`src/rtl/sts_pkg.sv`:
```
// Shared types and constants for the source token scanner.
`timescale 1ns / 1ps

package sts_pkg;

  localparam int unsigned OFFSET_BITS   = 24;
  localparam int unsigned POSITION_BITS = 16;
  localparam int unsigned CP_BITS       = 21;
  localparam int unsigned WORD_CHARS    = 5;
  localparam int unsigned CHAR_BITS     = 7;

  typedef enum logic [1:0] {
    ST_TOKEN    = 2'd0,
    ST_BAD_CHAR = 2'd1,
    ST_END_OK   = 2'd2,
    ST_END_FAIL = 2'd3
  } status_e;

  typedef enum logic [4:0] {
    K_PLUS     = 5'd0,
    K_MINUS    = 5'd1,
    K_STAR     = 5'd2,
    K_DSTAR    = 5'd3,
    K_SLASH    = 5'd4,
    K_LPAREN   = 5'd5,
    K_RPAREN   = 5'd6,
    K_COLON    = 5'd7,
    K_SEMI     = 5'd8,
    K_EQUAL    = 5'd9,
    K_INT_LIT  = 5'd10,
    K_FLT_LIT  = 5'd11,
    K_IDENT    = 5'd12,
    K_KW_INT   = 5'd13,
    K_KW_FLOAT = 5'd14,
    K_KW_AUTO  = 5'd15,
    K_KW_CONST = 5'd16,
    K_KW_VAR   = 5'd17
  } kind_e;

  typedef enum logic [4:0] {
    MODE_IDLE  = 5'b00001,
    MODE_STAR  = 5'b00010,
    MODE_INT   = 5'b00100,
    MODE_FLOAT = 5'b01000,
    MODE_IDENT = 5'b10000
  } mode_e;

  typedef struct packed {
    logic [CP_BITS-1:0] code_point;
    logic [2:0]         byte_count;
    logic               end_of_text;
  } in_req_t;

  typedef struct packed {
    status_e                  status;
    kind_e                    token_kind;
    logic [OFFSET_BITS-1:0]   span_start;
    logic [OFFSET_BITS-1:0]   span_end;
    logic [POSITION_BITS-1:0] start_line;
    logic [POSITION_BITS-1:0] start_column;
    logic                     last_of_item;
  } result_t;

  typedef struct packed {
    logic         is_digit;
    logic         is_start;
    logic         is_skip;
    logic         is_newline;
    logic         is_star;
    logic         is_dot;
    logic         is_op;
    kind_e        op_kind;
  } char_class_t;

  // Results of one request: count is 0, 1 or 2, res[0] goes out first
  typedef struct packed {
    logic [1:0]   count;
    result_t [1:0] res;
  } push_t;

endpackage

```
`src/rtl/source_token_scanner_unit.sv`:
```
// Top level of the source token scanner: request register, core and result queue.
//
//  channel  direction  handshake                payload
//  in       input      in_valid_i / in_ready_o  in_req_i  (sts_pkg::in_req_t)
//  out      output     out_valid_o/ out_ready_i out_res_o (sts_pkg::result_t)
//
// One request a cycle while the core can take it: a request is held in the
// request register, scanned combinationally, and its 0 to 2 results land in a 4-entry queue.
// A request moves into the core only while the queue has room for two results,
// so a stalled output holds back the input after three to four requests that
// give results. Results leave one per cycle while out_ready_i is high; the first result
// passes through the request register and then the queue before it is offered.
// Reset clears scan state to line 1, column 1, offset 0; no clearing pass.
`timescale 1ns / 1ps

module source_token_scanner_unit (
  input  logic              clk_i,
  input  logic              rst_ni,
  input  logic              in_valid_i,
  output logic              in_ready_o,
  input  sts_pkg::in_req_t  in_req_i,
  output logic              out_valid_o,
  input  logic              out_ready_i,
  output sts_pkg::result_t  out_res_o
);

  sts_pkg::in_req_t req_q;
  logic             req_vld_q;
  logic             room;
  logic             fire;
  sts_pkg::push_t   push;

  assign fire       = req_vld_q && room;
  assign in_ready_o = !req_vld_q || fire;

  // Capture a new request when the register frees up
  always_ff @(posedge clk_i or negedge rst_ni) begin
    if (!rst_ni) begin
      req_vld_q <= 1'b0;
    end else if (in_ready_o) begin
      req_vld_q <= in_valid_i;
    end
  end

  always_ff @(posedge clk_i) begin
    if (in_ready_o && in_valid_i) req_q <= in_req_i;
  end

  sts_scan_core u_core (
    .clk_i  (clk_i),
    .rst_ni (rst_ni),
    .fire_i (fire),
    .req_i  (req_q),
    .push_o (push)
  );

  sts_result_fifo u_fifo (
    .clk_i       (clk_i),
    .rst_ni      (rst_ni),
    .push_i      (push),
    .room_o      (room),
    .out_valid_o (out_valid_o),
    .out_ready_i (out_ready_i),
    .out_res_o   (out_res_o)
  );

endmodule

```
`src/rtl/sts_char_class.sv`:
```
// Character classifier: sorts one code point into the scanner's classes.
`timescale 1ns / 1ps

module sts_char_class (
  input  logic [sts_pkg::CP_BITS-1:0] code_point_i,
  output sts_pkg::char_class_t        cls_o
);

  always_comb begin
    cls_o            = '0;
    cls_o.op_kind    = sts_pkg::K_PLUS;
    cls_o.is_digit   = code_point_i inside {[21'd48:21'd57]};
    cls_o.is_start   = (code_point_i inside {[21'd97:21'd122]}) ||
                       (code_point_i inside {[21'd65:21'd90]}) ||
                       (code_point_i == 21'd95) || (code_point_i == 21'd36);
    // space, tab, vertical tab, carriage return, NUL
    cls_o.is_skip    = code_point_i inside {21'd32, 21'd9, 21'd11, 21'd13, 21'd0};
    cls_o.is_newline = (code_point_i == 21'd10);
    cls_o.is_star    = (code_point_i == 21'd42);
    cls_o.is_dot     = (code_point_i == 21'd46);
    // single-character operators
    cls_o.is_op      = 1'b1;
    case (code_point_i)
      21'd43:  cls_o.op_kind = sts_pkg::K_PLUS;
      21'd45:  cls_o.op_kind = sts_pkg::K_MINUS;
      21'd47:  cls_o.op_kind = sts_pkg::K_SLASH;
      21'd40:  cls_o.op_kind = sts_pkg::K_LPAREN;
      21'd41:  cls_o.op_kind = sts_pkg::K_RPAREN;
      21'd58:  cls_o.op_kind = sts_pkg::K_COLON;
      21'd59:  cls_o.op_kind = sts_pkg::K_SEMI;
      21'd61:  cls_o.op_kind = sts_pkg::K_EQUAL;
      default: cls_o.is_op   = 1'b0;
    endcase
  end

endmodule

```
`src/rtl/sts_scan_core.sv`:
```
// Scanner core: scan state, token assembly and result formation per request.
`timescale 1ns / 1ps

module sts_scan_core (
  input  logic             clk_i,
  input  logic             rst_ni,
  input  logic             fire_i,
  input  sts_pkg::in_req_t req_i,
  output sts_pkg::push_t   push_o
);

  localparam int unsigned NKW = 5;
  localparam int unsigned OB  = sts_pkg::OFFSET_BITS;
  localparam int unsigned PB  = sts_pkg::POSITION_BITS;
  localparam int unsigned CB  = sts_pkg::CHAR_BITS;
  localparam int unsigned WC  = sts_pkg::WORD_CHARS;
  localparam logic [PB-1:0] POS_MAX = '1;

  typedef logic [WC-1:0][CB-1:0] word_t;

  // keyword texts, zero padded, and their lengths
  localparam word_t KW_TEXT [NKW] = '{
    {7'd0,   7'd0,   7'd116, 7'd110, 7'd105},  // int
    {7'd116, 7'd97,  7'd111, 7'd108, 7'd102},  // float
    {7'd0,   7'd111, 7'd116, 7'd117, 7'd97},   // auto
    {7'd116, 7'd115, 7'd110, 7'd111, 7'd99},   // const
    {7'd0,   7'd0,   7'd114, 7'd97,  7'd118}   // var
  };
  localparam logic [2:0] KW_LEN [NKW] = '{3'd3, 3'd5, 3'd4, 3'd5, 3'd3};
  localparam sts_pkg::kind_e KW_KIND [NKW] = '{
    sts_pkg::K_KW_INT, sts_pkg::K_KW_FLOAT, sts_pkg::K_KW_AUTO,
    sts_pkg::K_KW_CONST, sts_pkg::K_KW_VAR
  };

  sts_pkg::mode_e      mode_q, mode_d;
  logic [OB-1:0]       tok_off_q, tok_off_d;
  logic [PB-1:0]       tok_line_q, tok_line_d;
  logic [PB-1:0]       tok_col_q, tok_col_d;
  logic [OB-1:0]       pos_q, pos_d;
  logic [PB-1:0]       line_q, line_d;
  logic [PB-1:0]       col_q, col_d;
  word_t               word_q, word_d;
  logic [2:0]          wlen_q, wlen_d;
  logic                err_q, err_d;

  sts_pkg::char_class_t cls;
  logic [OB-1:0]       next_pos;
  logic                eot;
  logic                ext_star, ext_int, ext_flt, ext_id, extended;
  logic                bad_char;
  logic                a_vld, b_vld;
  sts_pkg::result_t    res_a, res_b, res_flush;
  sts_pkg::kind_e      flush_kind, word_kind;
  logic [CB-1:0]       ch7;
  logic                kw_hit;

  sts_char_class u_class (
    .code_point_i (req_i.code_point),
    .cls_o        (cls)
  );

  assign eot      = req_i.end_of_text;
  assign next_pos = pos_q + OB'(req_i.byte_count);
  assign ch7      = req_i.code_point[CB-1:0];

  // Extend the held token where the new character allows it
  assign ext_star = !eot && (mode_q == sts_pkg::MODE_STAR) && cls.is_star;
  assign ext_int  = !eot && (mode_q == sts_pkg::MODE_INT) && (cls.is_digit || cls.is_dot);
  assign ext_flt  = !eot && (mode_q == sts_pkg::MODE_FLOAT) && cls.is_digit;
  assign ext_id   = !eot && (mode_q == sts_pkg::MODE_IDENT) &&
                    (cls.is_start || cls.is_digit);
  assign extended = ext_star || ext_int || ext_flt || ext_id;
  assign bad_char = !(cls.is_skip || cls.is_newline || cls.is_op || cls.is_star ||
                      cls.is_digit || cls.is_start);

  // Match the held word against the keyword list
  always_comb begin
    word_kind = sts_pkg::K_IDENT;
    for (int k = 0; k < NKW; k++) begin
      kw_hit = (wlen_q == KW_LEN[k]);
      for (int i = 0; i < WC; i++) begin
        if (i < int'(KW_LEN[k]) && word_q[i] != KW_TEXT[k][i]) kw_hit = 1'b0;
      end
      if (kw_hit) word_kind = KW_KIND[k];
    end
  end

  // Kind of the held token when it closes
  always_comb begin
    case (mode_q)
      sts_pkg::MODE_STAR:  flush_kind = sts_pkg::K_STAR;
      sts_pkg::MODE_INT:   flush_kind = sts_pkg::K_INT_LIT;
      sts_pkg::MODE_FLOAT: flush_kind = sts_pkg::K_FLT_LIT;
      default:             flush_kind = word_kind;
    endcase
  end

  // Form the first result (held token or double star) and the second
  // (operator, bad character or end of text)
  always_comb begin
    res_flush              = '0;
    res_flush.status       = sts_pkg::ST_TOKEN;
    res_flush.token_kind   = flush_kind;
    res_flush.span_start   = tok_off_q;
    res_flush.span_end     = pos_q;
    res_flush.start_line   = tok_line_q;
    res_flush.start_column = tok_col_q;

    res_a = res_flush;
    a_vld = 1'b0;
    if (!err_q) begin
      if (ext_star) begin
        a_vld            = 1'b1;
        res_a.token_kind = sts_pkg::K_DSTAR;
        res_a.span_end   = next_pos;
      end else if (!extended && mode_q != sts_pkg::MODE_IDLE) begin
        a_vld = 1'b1;
      end
    end

    res_b              = '0;
    res_b.token_kind   = sts_pkg::K_PLUS;
    res_b.span_start   = pos_q;
    res_b.span_end     = next_pos;
    res_b.start_line   = line_q;
    res_b.start_column = col_q;
    res_b.status       = sts_pkg::ST_TOKEN;
    b_vld              = 1'b0;
    if (eot) begin
      b_vld          = 1'b1;
      res_b.status   = err_q ? sts_pkg::ST_END_FAIL : sts_pkg::ST_END_OK;
      res_b.span_end = pos_q;
    end else if (!extended) begin
      if (cls.is_op && !err_q) begin
        b_vld            = 1'b1;
        res_b.token_kind = cls.op_kind;
      end else if (bad_char) begin
        b_vld        = 1'b1;
        res_b.status = sts_pkg::ST_BAD_CHAR;
      end
    end

    // Pack the results in order and mark the last one
    push_o = '0;
    res_a.last_of_item = !b_vld;
    res_b.last_of_item = 1'b1;
    if (fire_i) begin
      push_o.count = {1'b0, a_vld} + {1'b0, b_vld};
      push_o.res[0] = a_vld ? res_a : res_b;
      push_o.res[1] = res_b;
    end
  end

  // Next scan state
  always_comb begin
    mode_d     = mode_q;
    tok_off_d  = tok_off_q;
    tok_line_d = tok_line_q;
    tok_col_d  = tok_col_q;
    pos_d      = next_pos;
    line_d     = line_q;
    col_d      = (col_q == POS_MAX) ? POS_MAX : col_q + PB'(1);
    word_d     = word_q;
    wlen_d     = wlen_q;
    err_d      = err_q;

    if (cls.is_newline && !extended) begin
      line_d = (line_q == POS_MAX) ? POS_MAX : line_q + PB'(1);
      col_d  = PB'(1);
    end

    if (ext_star) begin
      mode_d = sts_pkg::MODE_IDLE;
    end else if (ext_int) begin
      if (cls.is_dot) mode_d = sts_pkg::MODE_FLOAT;
    end else if (ext_id) begin
      if (wlen_q < 3'(WC)) begin
        for (int i = 0; i < WC; i++) begin
          if (wlen_q == 3'(i)) word_d[i] = ch7;
        end
        wlen_d = wlen_q + 3'd1;
      end else begin
        wlen_d = 3'(WC + 1);
      end
    end else if (!extended) begin
      mode_d = sts_pkg::MODE_IDLE;
      if (cls.is_star || cls.is_digit || cls.is_start) begin
        tok_off_d  = pos_q;
        tok_line_d = line_q;
        tok_col_d  = col_q;
      end
      if (cls.is_skip || cls.is_newline || cls.is_op) begin
        mode_d = sts_pkg::MODE_IDLE;
      end else if (cls.is_star) begin
        mode_d = sts_pkg::MODE_STAR;
      end else if (cls.is_digit) begin
        mode_d = sts_pkg::MODE_INT;
      end else if (cls.is_start) begin
        mode_d    = sts_pkg::MODE_IDENT;
        word_d    = '0;
        word_d[0] = ch7;
        wlen_d    = 3'd1;
      end else begin
        err_d = 1'b1;
      end
    end

    // End of text: return to the reset state
    if (eot) begin
      mode_d     = sts_pkg::MODE_IDLE;
      tok_off_d  = '0;
      tok_line_d = PB'(1);
      tok_col_d  = PB'(1);
      pos_d      = '0;
      line_d     = PB'(1);
      col_d      = PB'(1);
      word_d     = '0;
      wlen_d     = '0;
      err_d      = 1'b0;
    end
  end

  // Hold state until a request is taken
  always_ff @(posedge clk_i or negedge rst_ni) begin
    if (!rst_ni) begin
      mode_q     <= sts_pkg::MODE_IDLE;
      tok_off_q  <= '0;
      tok_line_q <= PB'(1);
      tok_col_q  <= PB'(1);
      pos_q      <= '0;
      line_q     <= PB'(1);
      col_q      <= PB'(1);
      word_q     <= '0;
      wlen_q     <= '0;
      err_q      <= 1'b0;
    end else if (fire_i) begin
      mode_q     <= mode_d;
      tok_off_q  <= tok_off_d;
      tok_line_q <= tok_line_d;
      tok_col_q  <= tok_col_d;
      pos_q      <= pos_d;
      line_q     <= line_d;
      col_q      <= col_d;
      word_q     <= word_d;
      wlen_q     <= wlen_d;
      err_q      <= err_d;
    end
  end

  a_eot_resets: assert property (@(posedge clk_i) disable iff (!rst_ni)
    fire_i && req_i.end_of_text |=>
      mode_q == sts_pkg::MODE_IDLE && !err_q && pos_q == '0)
    else $error("end of text did not restore scan state");

  a_pair_order: assert property (@(posedge clk_i) disable iff (!rst_ni)
    push_o.count == 2'd2 |->
      push_o.res[1].last_of_item && !push_o.res[0].last_of_item)
    else $error("result pair marked out of order");

  a_err_no_token: assert property (@(posedge clk_i) disable iff (!rst_ni)
    err_q && push_o.count != 2'd0 |->
      push_o.res[0].status != sts_pkg::ST_TOKEN)
    else $error("token emitted after bad character");

endmodule

```
`src/rtl/sts_result_fifo.sv`:
```
// Result queue: takes up to two results a cycle, hands out one a cycle while out_ready_i is high.
`timescale 1ns / 1ps

module sts_result_fifo (
  input  logic              clk_i,
  input  logic              rst_ni,
  input  sts_pkg::push_t    push_i,
  output logic              room_o,
  output logic              out_valid_o,
  input  logic              out_ready_i,
  output sts_pkg::result_t  out_res_o
);

  localparam int unsigned DEPTH = 4;
  localparam int unsigned PTR_BITS = $clog2(DEPTH);
  localparam int unsigned CNT_BITS = $clog2(DEPTH + 1);

  sts_pkg::result_t     mem_q [DEPTH];
  logic [PTR_BITS-1:0]  wptr_q, rptr_q;
  logic [CNT_BITS-1:0]  cnt_q;
  logic                 pop;
  logic [PTR_BITS-1:0]  wptr_nx;

  assign pop         = out_valid_o && out_ready_i;
  assign out_valid_o = (cnt_q != '0);
  assign out_res_o   = mem_q[rptr_q];
  assign room_o      = (cnt_q <= CNT_BITS'(DEPTH - 2));
  assign wptr_nx     = wptr_q + PTR_BITS'(1);

  // Store pushed results
  always_ff @(posedge clk_i) begin
    if (push_i.count != 2'd0) mem_q[wptr_q] <= push_i.res[0];
    if (push_i.count == 2'd2) mem_q[wptr_nx] <= push_i.res[1];
  end

  // Advance pointers and count
  always_ff @(posedge clk_i or negedge rst_ni) begin
    if (!rst_ni) begin
      wptr_q <= '0;
      rptr_q <= '0;
      cnt_q  <= '0;
    end else begin
      wptr_q <= wptr_q + PTR_BITS'(push_i.count);
      if (pop) rptr_q <= rptr_q + PTR_BITS'(1);
      cnt_q <= cnt_q + CNT_BITS'(push_i.count) - CNT_BITS'(pop);
    end
  end

  a_no_overflow: assert property (@(posedge clk_i) disable iff (!rst_ni)
    push_i.count != 2'd0 |->
      (CNT_BITS + 1)'(cnt_q) + (CNT_BITS + 1)'(push_i.count) <= (CNT_BITS + 1)'(DEPTH))
    else $error("result queue overflow");

  a_pop_drains: assert property (@(posedge clk_i) disable iff (!rst_ni)
    pop && push_i.count == 2'd0 |=> cnt_q == $past(cnt_q) - CNT_BITS'(1))
    else $error("result queue count lost a pop");

endmodule
```
`config.mk`:
```
export PLATFORM = sky130hd
export DESIGN_NAME = source_token_scanner_unit
export DESIGN_NICKNAME = d
export VERILOG_FILES = /design/src/rtl/sts_pkg.sv /design/src/rtl/source_token_scanner_unit.sv /design/src/rtl/sts_char_class.sv /design/src/rtl/sts_scan_core.sv /design/src/rtl/sts_result_fifo.sv
export SDC_FILE = /design/constraint.sdc
export NUM_CORES = 1
export LEC_CHECK = 0
export BUFFER_PORTS_ARGS = -buffer_cell sky130_fd_sc_hd__buf_2
export CORE_MARGIN = 4
export CORE_UTILIZATION = 50
export CTS_CLUSTER_SIZE = 20
export DETAILED_ROUTE_END_ITERATION = 16
export PLACE_DENSITY = 0.67
export SLEW_MARGIN = 10
export SYNTH_ARGS = -nofsm -noshare
export SYNTH_HDL_FRONTEND = slang
export SYNTH_SLANG_ARGS = --single-unit
```
`constraint.sdc`:
```
create_clock -name clk_i -period 7.3 [get_ports clk_i]
set_clock_uncertainty 0.1 [all_clocks]
set_input_delay 1.46 -clock clk_i [delete_from_list [all_inputs] [get_ports clk_i]]
set_output_delay 1.46 -clock clk_i [all_outputs]
set_load 0.01 [all_outputs]
```
# After elaboration in Yosys (flattened, before gate mapping)
# Memories as Yosys holds them, arrays and structs flattened.
# Cells that the tools add are included.
[op_classes]
n_lt_le_gt_ge = 8
eq_ne = 69
n_mux = 122
reduce_logical = 57
add_sub_neg = 10
[ops]
columns = ["cell", "count"]
rows = [
  ["2-to-1 mux 35 bit", 10],
  ["2-to-1 mux 16 bit", 18],
  ["equality test 21 x 6 -> 1 bit (second input constant)", 12],
  ["2-to-1 mux 24 bit", 10],
  ["2-to-1 mux 178 bit", 1],
  ["inequality test 7 bit (second input constant)", 18],
  ["2-to-1 mux 88 bit", 1],
  ["2-to-1 mux 5 bit", 17],
  ["equality test 21 x 4 -> 1 bit (second input constant)", 4],
  ["AND reduction 10 bit", 5],
  ["2-to-1 mux 1 bit", 45],
  [">= comparator 21 x 7 -> 1 bit (second input constant)", 2],
  ["less-or-equal comparator 21 x 7 -> 1 bit (second input constant)", 2],
  ["2-to-1 mux 7 bit", 6],
  ["adder 16 x 1 -> 16 bit (second input constant)", 2],
  ["equality test 16 bit (second input constant)", 2],
  ["2-to-1 mux 3 bit", 10],
  ["one-hot mux 4 bit (7 select lines)", 1],
  ["adder 24 x 3 -> 24 bit", 1],
  ["inequality test 3 bit (second input constant)", 8],
  ["equality test 21 x 7 -> 1 bit (second input constant)", 1],
  [">= comparator 21 x 6 -> 1 bit (second input constant)", 1],
  ["less-or-equal comparator 21 x 6 -> 1 bit (second input constant)", 1],
  ["logical NOT 21 bit", 1],
  ["other kinds (36)", 87],
]
[word_totals]
n_memories = 1
ram_bits = 352
in_bits = 29
out_inout_bits = 90
elab_cells = 288
register_bits = 189
[memory_table]
columns = ["name", "depth", "width", "read_ports", "rd_clocked_by_memory_dff", "write_ports", "line", "rtl"]
rows = [
  ["u_fifo.mem_q", 4, 88, 1, 0, 2, "sts_result_fifo.sv:18", "sts_pkg::result_t mem_q [DEPTH];"],
]

# Logic depth before layout (Yosys ltp)
# Gate-level depths: netlist of run 1.
[depth]
word_depth = 18
mapped_depth = 18
depth_no_buf = 14

# Hierarchy
# From an unflattened synthesis of run 1, not the netlist that was laid out.
[unflattened]
hier_cells = 2276
hier_area_um2 = 28493.6
[by_module_without_submodules]
columns = ["mod", "cells_each", "seq_area_each_um2", "n_inst", "area_each_um2"]
rows = [
  ["sts_result_fifo", 891, 10745.3, 1, 17272.8],
  ["sts_scan_core", 1296, 3910.0, 1, 10057.1],
  ["source_token_scanner_unit", 30, 775.7, 1, 810.8],
  ["sts_char_class", 59, 0.0, 1, 352.8],
]

# Least setup slack after synthesis of run 1
# No wires, ideal clock.
[synth_timing]
path_kind = "flip-flop to flip-flop"
startpoint = "register req_q[6] (netlist name)"
endpoint = "memory u_fifo.mem_q[1][37] (netlist name) (data pin)"
path_stages_with_launch = 15
synth_period_minus_slack_ps = 6009
slack_ps = 1291
setup_time_ps = 141
arrival_time_ps = 5767
required_time_ps = 7059
path_buffers = 2
path_cell_list = "edfxtp_1 nand2b_1 or4b_4 nor3_4 nand4_1 and2_1 buf_2 a21oi_4 inv_4 ha_1 clkbuf_1 nor4_1 nor2_1 inv_1 o221a_2"
[synth_rtl]
columns = ["element", "line", "rtl"]
rows = [
  ["start: declaration", "source_token_scanner_unit.sv:27", "sts_pkg::in_req_t req_q;"],
  ["start signal: assignment", "source_token_scanner_unit.sv:46", "if (in_ready_o && in_valid_i) req_q <= in_req_i;"],
  ["end: declaration", "sts_result_fifo.sv:18", ""],
]

==> summary.txt, run 1 <==
Synthesis
  – Complex-gate fraction of the synthesized area: 0.172
  – Largest family of logic cells by synthesized area: compound AO/OA/AOI/OAI gates
  – Post-synthesis mux area share: 0.103
  – Dominant cells by area after synthesis: edfxtp_1 41%, dfrtp_1 15%, a22o_1 7.5%
  – Syn Nets: 2195
  – Yosys top cell by area: edfxtp_1
  – Synth Cell Area: 0.0271 mm^2
  – List of most frequent post-synthesis cells: 373 x edfxtp_1, 231 x a22o_1, 159 x dfrtp_1
  – Synth Area in Simple Gates: 0.0992
  – Yosys cell types: 81
  – Most used DFF post-synth: edfxtp_1
  – Xor and xnor fraction of the mapped netlist area: 0.0113
  – Flops & latches, synth: 541
  – Synth top area share: 0.414
  – Post-synth EDFFs: 373
  – Async SR Flop Fraction: 0.303
  – Post-synthesis average cell area: 12.6 um^2
  – Most common cell in the synthesized netlist: edfxtp_1
  – Sequential area share after synthesis: 0.569
  – Synth Warn #: 0
  – Cells after synthesis: 2148
  – Post-Synth Adder-Cell Area: 0.00887

Setup path
  – Reg2Reg Launch Point: req_q[6]$_DFFE_PP_
  – Most frequent cell on the critical path: inv_4
  – R2R depth: 12
  – Setup crit start: req_q[6]$_DFFE_PP_
  – CP cell instances: nand2b_1 -> or4b_4 -> nor3_4 -> nand4_1 -> and2_1 -> a21oi_4 -> inv_4 -> ha_1 -> nor3_1 -> nor2_1 -> inv_4 -> buf_12
  – Setup crit end kind: flop
  – R2R Path End: u_fifo.mem_q[0][86]$_DFFE_PP_
  – Crit path kind: flop to flop
  – Nature of the critical path startpoint: flop
  – Worst EP required: 7490 ps
  – Crit path max fanout: 56
  – Crit path capture: u_fifo.mem_q[0][86]$_DFFE_PP_
  – Slowest Stage Delay on Critical Path: 690 ps
  – Slowest-stage cell, CP: nor3_1
  – R2R setup slack: 1420 ps
  – Critical path arrival: 6070 ps

GRT
  – Antenna violations before repair: 2
  – Global-route wire length before repair: 112000 um
  – Largest net degree at the start of global routing: 70
  – GRT Total Usage: 0.247
  – Total gr overflow: 0
  – Vias in the first global route: 19155

Clock tree
  – PostCTS Resize Cnt: 0
  – Root Buffer: clkbuf_16
  – Clock latency on the worst-skew pair: 620 ps
  – Clock Path Buffers: 3
  – Clock-pin slew on the worst setup and hold paths: 60 ps
  – CTS Hold Bufs: 0
  – Postcts setup bufs: 0
  – H-tree levels: 2
  – Clock buffer count from CTS: 57
  – CTS tree: yes
  – Clock sink count: 541

Power and ir drop
  – Power Density: 355 mW/mm^2
  – Register share of total power: 0.417
  – Pint: 6980 uW
  – Peak supply drop: 0.000381 V
  – Switching Share: 0.345
  – P_sw: 3680 uW
  – Logic pwr share: 0.304
  – P_leak: 0.0107 uW
  – Total design power: 10700 uW
  – Clock Power Share: 0.279

STA
  – Setup slack after layout: 1420 ps
  – Max Clock Freq: 170 MHz
  – Rel. slew slack: 0.340
  – Fin crit share: 0.806
  – Max-slew violation count: 0
  – Pin slew with the least headroom to its limit: 986 ps
  – Final Hold Viols: 0
  – Minimum clock period: 5880 ps
  – WHS: 374 ps
  – Setup violations, final: 0
  – RSZ-0062 raised after global routing: false
  – Setup tns final: 0 ps

Floorplanning
  – Rows: 85
  – Total core area: 0.0537 mm^2
  – Initial Utilization: 0.504
  – Die W: 241 um
  – IO Pins: 119
  – Die area: 0.0579 mm^2
  – Chip height: 241 um

Detailed routing
  – Drt via density: 6.60
  – Routed Antenna Nets: 0
  – DR iter-0 viols: 1902
  – Final WL: 72400 um
  – Routed len/inst: 24.9 um
  – DRC: 0
  – Vias after detailed routing: 19166
  – Drt first pass iters: 5

Layout
  – Diodes inserted: 0
  – Nets: 2207
  – Final Non-Filler Cells: 2904
  – Layout cells sized above 1: 0.211
  – Synthesis-to-finish area growth: 10.9%
  – # fillers: 4320

Hold path
  – Hold_sp: u_fifo.mem_q[2][85]$_SDFFE_PP0N_
  – Worst hold path type: flop to flop

Run status
  – Status: finished clean

Place
  – Port buffer count: 118
  – Final RePlAce weighted congestion: 0.922
  – Hpwl dp: 42800 um
  – Dpl ws: 1490 ps
  – Dpl cells: 2797

Job
  – MaxCap Viol Count: 0
worst max-delay path, delay by kind of cell (launching register included):
kind	cells	cell delay, ps
AOI/OAI and AO/OA	1	580
adders and majority gates	1	430
buffers and inverters	3	1200
and+or+nand+nor	7	2640
DFF	1	570
how the worst min path moves through the flow:
stage | to | slack [ps] | cells after the start
global placement | u_fifo.mem_q[2][85]$_SDFFE_PP0N_ | 350 | 2
detailed placement | u_fifo.mem_q[2][85]$_SDFFE_PP0N_ | 350 | 2
finish | u_fifo.mem_q[2][85]$_SDFFE_PP0N_ | 370 | 2
global route | u_fifo.mem_q[2][85]$_SDFFE_PP0N_ | 390 | 2
CTS | u_fifo.mem_q[2][85]$_SDFFE_PP0N_ | 370 | 2
floorplan | u_fifo.mem_q[2][85]$_SDFFE_PP0N_ | 320 | 2
cell families (layout without fill, tap and decap cells):
logic type,count (synthesis),count (layout)
compound gates,631,631
xor+xnor,35,35
fa+ha+maj,18,18
buf+inv,235,295
flops,541,541
mux,160,160
simple gates,528,528
metrics by stage:
step	util	cell area (um^2)
after floorplan	-	27100
after global placement	0.523	28100
after detailed placement	0.523	28100
after CTS	0.559	30000
after global routing	0.559	30000
final	0.559	30000
power groups by stage:
stage | Sequential [uW] | Clock (uW) | Combinational [uW]
after CTS | 4440 | 3010 | 3280
after floorplan | 4190 | 0 | 2290
after global placement | 4460 | 0 | 3230
after global routing | 4510 | 3150 | 3480
final | 4440 | 2980 | 3240
after detailed placement | 4500 | 0 | 3260
area by class of cell:
| cell class | instances | area [um^2] | share of cell area |
|---|---|---|---|
| flip-flops and latches | 541 | 15400 | 0.513 |
| multi-input cells | 1372 | 10700 | 0.358 |
| clock buffers | 84 | 1680 | 0.0561 |
| repair buffers | 161 | 957 | 0.0319 |
| well taps | 696 | 871 | 0.0290 |
| clock inverters | 23 | 251 | 0.00838 |
| inverters | 27 | 114 | 0.00379 |
state kept, by name, indices dropped and copies added (netlist names), 5 cells and up:
name               flops
u_core.pos_q          24
u_core.line_q         16
u_core.word_q         35
u_fifo.mem_q         352
u_core.col_q          16
u_core.tok_off_q      24
u_core.mode_q          5
req_q                 25
u_core.tok_col_q      16
u_core.tok_line_q     16
placed cells by master, fill, tap and decap left out, types with 15 or more instances in the layout:
master       n
ha_1        16
o21ai_0     84
nand2b_1    15
o221a_2     15
a31oi_1     21
mux2_2      64
clkbuf_1    16
o22a_1      15
nor2_1     118
xnor2_1     23
a21oi_1     89
inv_1       22
nand3_1     38
nor2b_1     64
nand2_1    140
nor3_1      48
mux4_2      88
a211oi_1    20
buf_2      117
a221oi_1    20
o22ai_1     75
buf_4       40
dfrtp_1    157
clkbuf_16   61
a22o_1     231
and3_1      15
edfxtp_1   373
routing by layer:
metal	part of all wire	vias up	track usage
met5	0.00015	-	0
met4	0.028	2	0.0726
met3	0.071	143	0.0379
met2	0.50	815	0.417
met1	0.41	9758	0.337
li1	-	8448	-
(Power assumes the default switching activity.)
==> run 2: changes to the inputs <==
--- a/config.mk
+++ b/config.mk
@@ -5,6 +5,7 @@
 export SDC_FILE = /design/constraint.sdc
 export NUM_CORES = 1
 export LEC_CHECK = 0
+export ABC_AREA = 1
 export BUFFER_PORTS_ARGS = -buffer_cell sky130_fd_sc_hd__buf_2
 export CORE_MARGIN = 4
 export CORE_UTILIZATION = 50
==> constraint.sdc (replaced) <==
create_clock -name clk_i -period 5.62 [get_ports clk_i]
set_clock_uncertainty 0.1 [all_clocks]
set_input_delay 1.124 -clock clk_i [delete_from_list [all_inputs] [get_ports clk_i]]
set_output_delay 1.124 -clock clk_i [all_outputs]
set_load 0.01 [all_outputs]
==> summary.txt, run 2 <==
Run status
  – Status: finished clean

Synthesis
  – Complex-gate fraction of the synthesized area: 0.0981 (-0.0742)
  – Sequential area share after synthesis: 0.508 (-0.0606)
  – Flops & latches, synth: 541 (unchanged)
  – Yosys top cell by area: edfxtp_1
  – Post-synthesis mux area share: 0 (-0.103)
  – Syn Nets: 3887 (+77%)
  – Synth Warn #: 0 (unchanged)
  – Post-Synth Adder-Cell Area: 0.00793 (-0.000946)
  – Most used DFF post-synth: edfxtp_1
  – Xor and xnor fraction of the mapped netlist area: 0.0101 (-0.00121)
  – Largest family of logic cells by synthesized area: simple AND/OR/NAND/NOR gates
  – Synth Area in Simple Gates: 0.309 (+0.210)
  – Most common cell in the synthesized netlist: nand2_1
  – Cells after synthesis: 3840 (+79%)
  – Async SR Flop Fraction: 0.303 (unchanged)
  – Synth Cell Area: 0.0303 mm^2 (+12%)
  – Dominant cells by area after synthesis: edfxtp_1 37%, nand2_1 15%, dfrtp_1 13%
  – Post-synth EDFFs: 373 (unchanged)
  – Synth top area share: 0.370 (-0.0441)
  – Yosys cell types: 50 (-38%)
  – Post-synthesis average cell area: 7.89 um^2 (-37%)
  – List of most frequent post-synthesis cells: 1218 x nand2_1, 428 x nor2_1, 373 x edfxtp_1

STA
  – Max Clock Freq: 207 MHz (+22%)
  – Setup violations, final: 0 (unchanged)
  – Setup tns final: 0 ps (unchanged)
  – Rel. slew slack: 0.285 (-0.0553)
  – RSZ-0062 raised after global routing: false
  – Setup slack after layout: 795 ps (-624 ps)
  – Fin crit share: 0.859 (+0.0529)
  – Minimum clock period: 4830 ps (-1060 ps)
  – Pin slew with the least headroom to its limit: 1070 ps (+85.1 ps)
  – Final Hold Viols: 0 (unchanged)
  – Max-slew violation count: 0 (unchanged)

Setup path
  – Crit path kind: flop to flop
  – CP Depth: 20 (+8)
  – Crit path max fanout: 41 (-27%)
  – R2R depth: 20 (+8)
  – Delay-heaviest family, CP: buffers and inverters
  – Critical path arrival: 5220 ps (-850 ps)
  – Slowest Stage Delay on Critical Path: 820 ps (+130 ps)
  – Setup crit start: req_q[10]$_DFFE_PP_
  – Setup crit end kind: flop
  – Worst EP required: 6010 ps (-1480 ps)
  – CP bufs+invs: 7 (+4)
  – Slowest-stage cell, CP: inv_2
  – CP cell instances: nor2_2 -> nand3_1 -> inv_2 -> nand3_1 -> inv_2 -> a21oi_1 -> o21ai_0 -> nor3_1 -> o31ai_1 -> inv_1 -> ha_1 -> inv_1 -> nor2_1 -> nor2_1 -> inv_1 -> nand2_1 -> inv_2 -> buf_4 -> nand4_1 -> nand2_1
  – Reg2Reg Launch Point: req_q[10]$_DFFE_PP_
  – Nature of the critical path startpoint: flop

Detailed routing
  – Vias after detailed routing: 27341 (+43%)
  – Drt first pass iters: 6 (+1)
  – Routed Antenna Nets: 0 (unchanged)
  – Drt via density: 5.87 (-11%)
  – Routed len/inst: 19.8 um (-21%)
  – DRC: 0 (unchanged)
  – Final WL: 92200 um (+27%)
  – DR iter-0 viols: 3208 (+69%)

GRT
  – GRT Total Usage: 0.282 (+0.0345)
  – Total gr overflow: 0 (unchanged)
  – Antenna violations before repair: 1 (-1)
  – Global-route wire length before repair: 145000 um (+30%)
  – Largest net degree at the start of global routing: 227 (+220%)
  – Vias in the first global route: 25705 (+34%)

Clock tree
  – H-tree levels: 2 (unchanged)
  – PostCTS Resize Cnt: 0 (unchanged)
  – Clock Path Buffers: 3 (unchanged)
  – CTS Hold Bufs: 0 (unchanged)
  – Clock latency on the worst-skew pair: 630 ps (about the same)
  – Clock buffer count from CTS: 61 (+7.0%)
  – CTS tree: yes
  – Clock sink count: 541 (unchanged)
  – Postcts setup bufs: 0 (unchanged)
  – Clock-pin slew on the worst setup and hold paths: 60 ps (about the same)
  – Root Buffer: clkbuf_16

Place
  – Dpl ws: 946 ps (-541 ps)
  – Final RePlAce weighted congestion: 0.924 (+0.14%)
  – Port buffer count: 118 (unchanged)
  – Placed Area: 0.0315 mm^2 (+12%)
  – Hpwl dp: 56100 um (+31%)

Power and ir drop
  – P_leak: 0.0141 uW (+33%)
  – Power Density: 495 mW/mm^2 (+39%)
  – Peak supply drop: 0.000635 V (+67%)

Layout
  – Layout cells sized above 1: 0.0903 (-0.120)
  – Fin util: 0.564 (+0.00512)
  – Largest registers: u_fifo.mem_q (352), u_core.word_q (35), req_q (25)
  – Commonest non-fill, non-tap cells in the layout: 1214 x nand2_1, 427 x nor2_1, 373 x edfxtp_1, 291 x o21ai_0, 289 x nand3_1
  – Nets: 3882 (+76%)
  – Synthesis-to-finish area growth: 10.7%
  – Top reg by flops: u_fifo.mem_q
  – # fillers: 5458 (+26%)
  – Cell area after layout: 0.0335 mm^2 (+12%)
  – Commonest non-fill, non-tap cell in the layout: nand2_1
  – Max reg flops: 352 (unchanged)

Job
  – MaxCap Viol Count: 0 (unchanged)

Floorplanning
  – Initial Utilization: 0.510 (+0.00555)
  – Die W: 254 um (+5.6%)
  – Chip height: 254 um (+5.6%)
  – IO Pins: 119 (unchanged)
  – Die area: 0.0646 mm^2 (+12%)
  – Total core area: 0.0595 mm^2 (+11%)
  – Rows: 89 (+4.7%)

Hold path
  – Hold depth: 2 (unchanged)
  – Hold_sp: u_core.tok_line_q[12]$_DFFE_PN0P_
  – Worst hold path type: flop to flop
[run 2: cell count changes after synthesis, moves of 25 or more]
cell     before   now
a21oi_1      89    63
o21ai_1       7    32
mux2_2       64     0
nand3_1      38   289
nor2b_1      64     0
o22ai_1      75   101
o21ai_0      84   291
a22o_1      231     1
inv_1        26   246
mux4_2       88     0
nor2_1      122   428
nand4_1      14   181
nand2_1     141  1218
[run 2: final cells by class]
cell class	count	area (um^2)	share of cell area
antenna	1	2.50	0.0000746
clock buffer	80	1670	0.0498
clock inverter	35	407	0.0121
inverter	256	967	0.0288
multi-input combinational	2800	12900	0.386
sequential	541	15400	0.459
tap	773	967	0.0288
timing repair buffer	175	1190	0.0354
[run 2: kinds of logic after synthesis]
group | after synthesis
compound gates | 538
xor+xnor | 35
fa+ha+maj | 18
flops | 541
buf+inv | 499
simple gates | 2209
[run 2: worst paths after layout]
path | endpoint | slack [ps]
worst max-delay path | u_fifo.mem_q[0][30]$_DFFE_PP_ | 790
worst min-delay path | u_core.tok_line_q[12]$_DFFE_PN0P_ | 370
worst max register to register | u_fifo.mem_q[0][30]$_DFFE_PP_ | 790
worst min register to register | u_core.tok_line_q[12]$_DFFE_PN0P_ | 370
max in group asynchronous | u_core.tok_col_q[0]$_DFFE_PN1P_ | 3810
min in group asynchronous | u_core.tok_line_q[7]$_DFFE_PN0P_ | 460
[run 2: where the power goes]
group | switching (uW) | total, uW | internal (uW)
Sequential | 417 | 5680 | 5260
Combinational | 5160 | 6780 | 1630
Clock | 1650 | 4150 | 2500
[run 2: per-layer routing]
layer / track usage / routed length (um) / up-vias
met5: 0 / 0 / -
met4: 0.0882 / 2440 / 0
met3: 0.0475 / 8700 / 175
met2: 0.437 / 41300 / 1338
met1: 0.410 / 39800 / 12868
li1: - / - / 12960
[run 2: per-stage QoR]
stage	instances	hold WS, ps	power, uW
finish	4661	374	16600
global route	4660	392	17500
CTS	4660	375	16600
detailed placement	4545	363	12400
global placement	4545	364	12400
floorplan	3840	342	9930
[run 2: worst min-delay path, cell delays in order, from the launching register on]
cell	delay [ps]
dfrtp_1	340
nand2_1	60
nand2_1	50
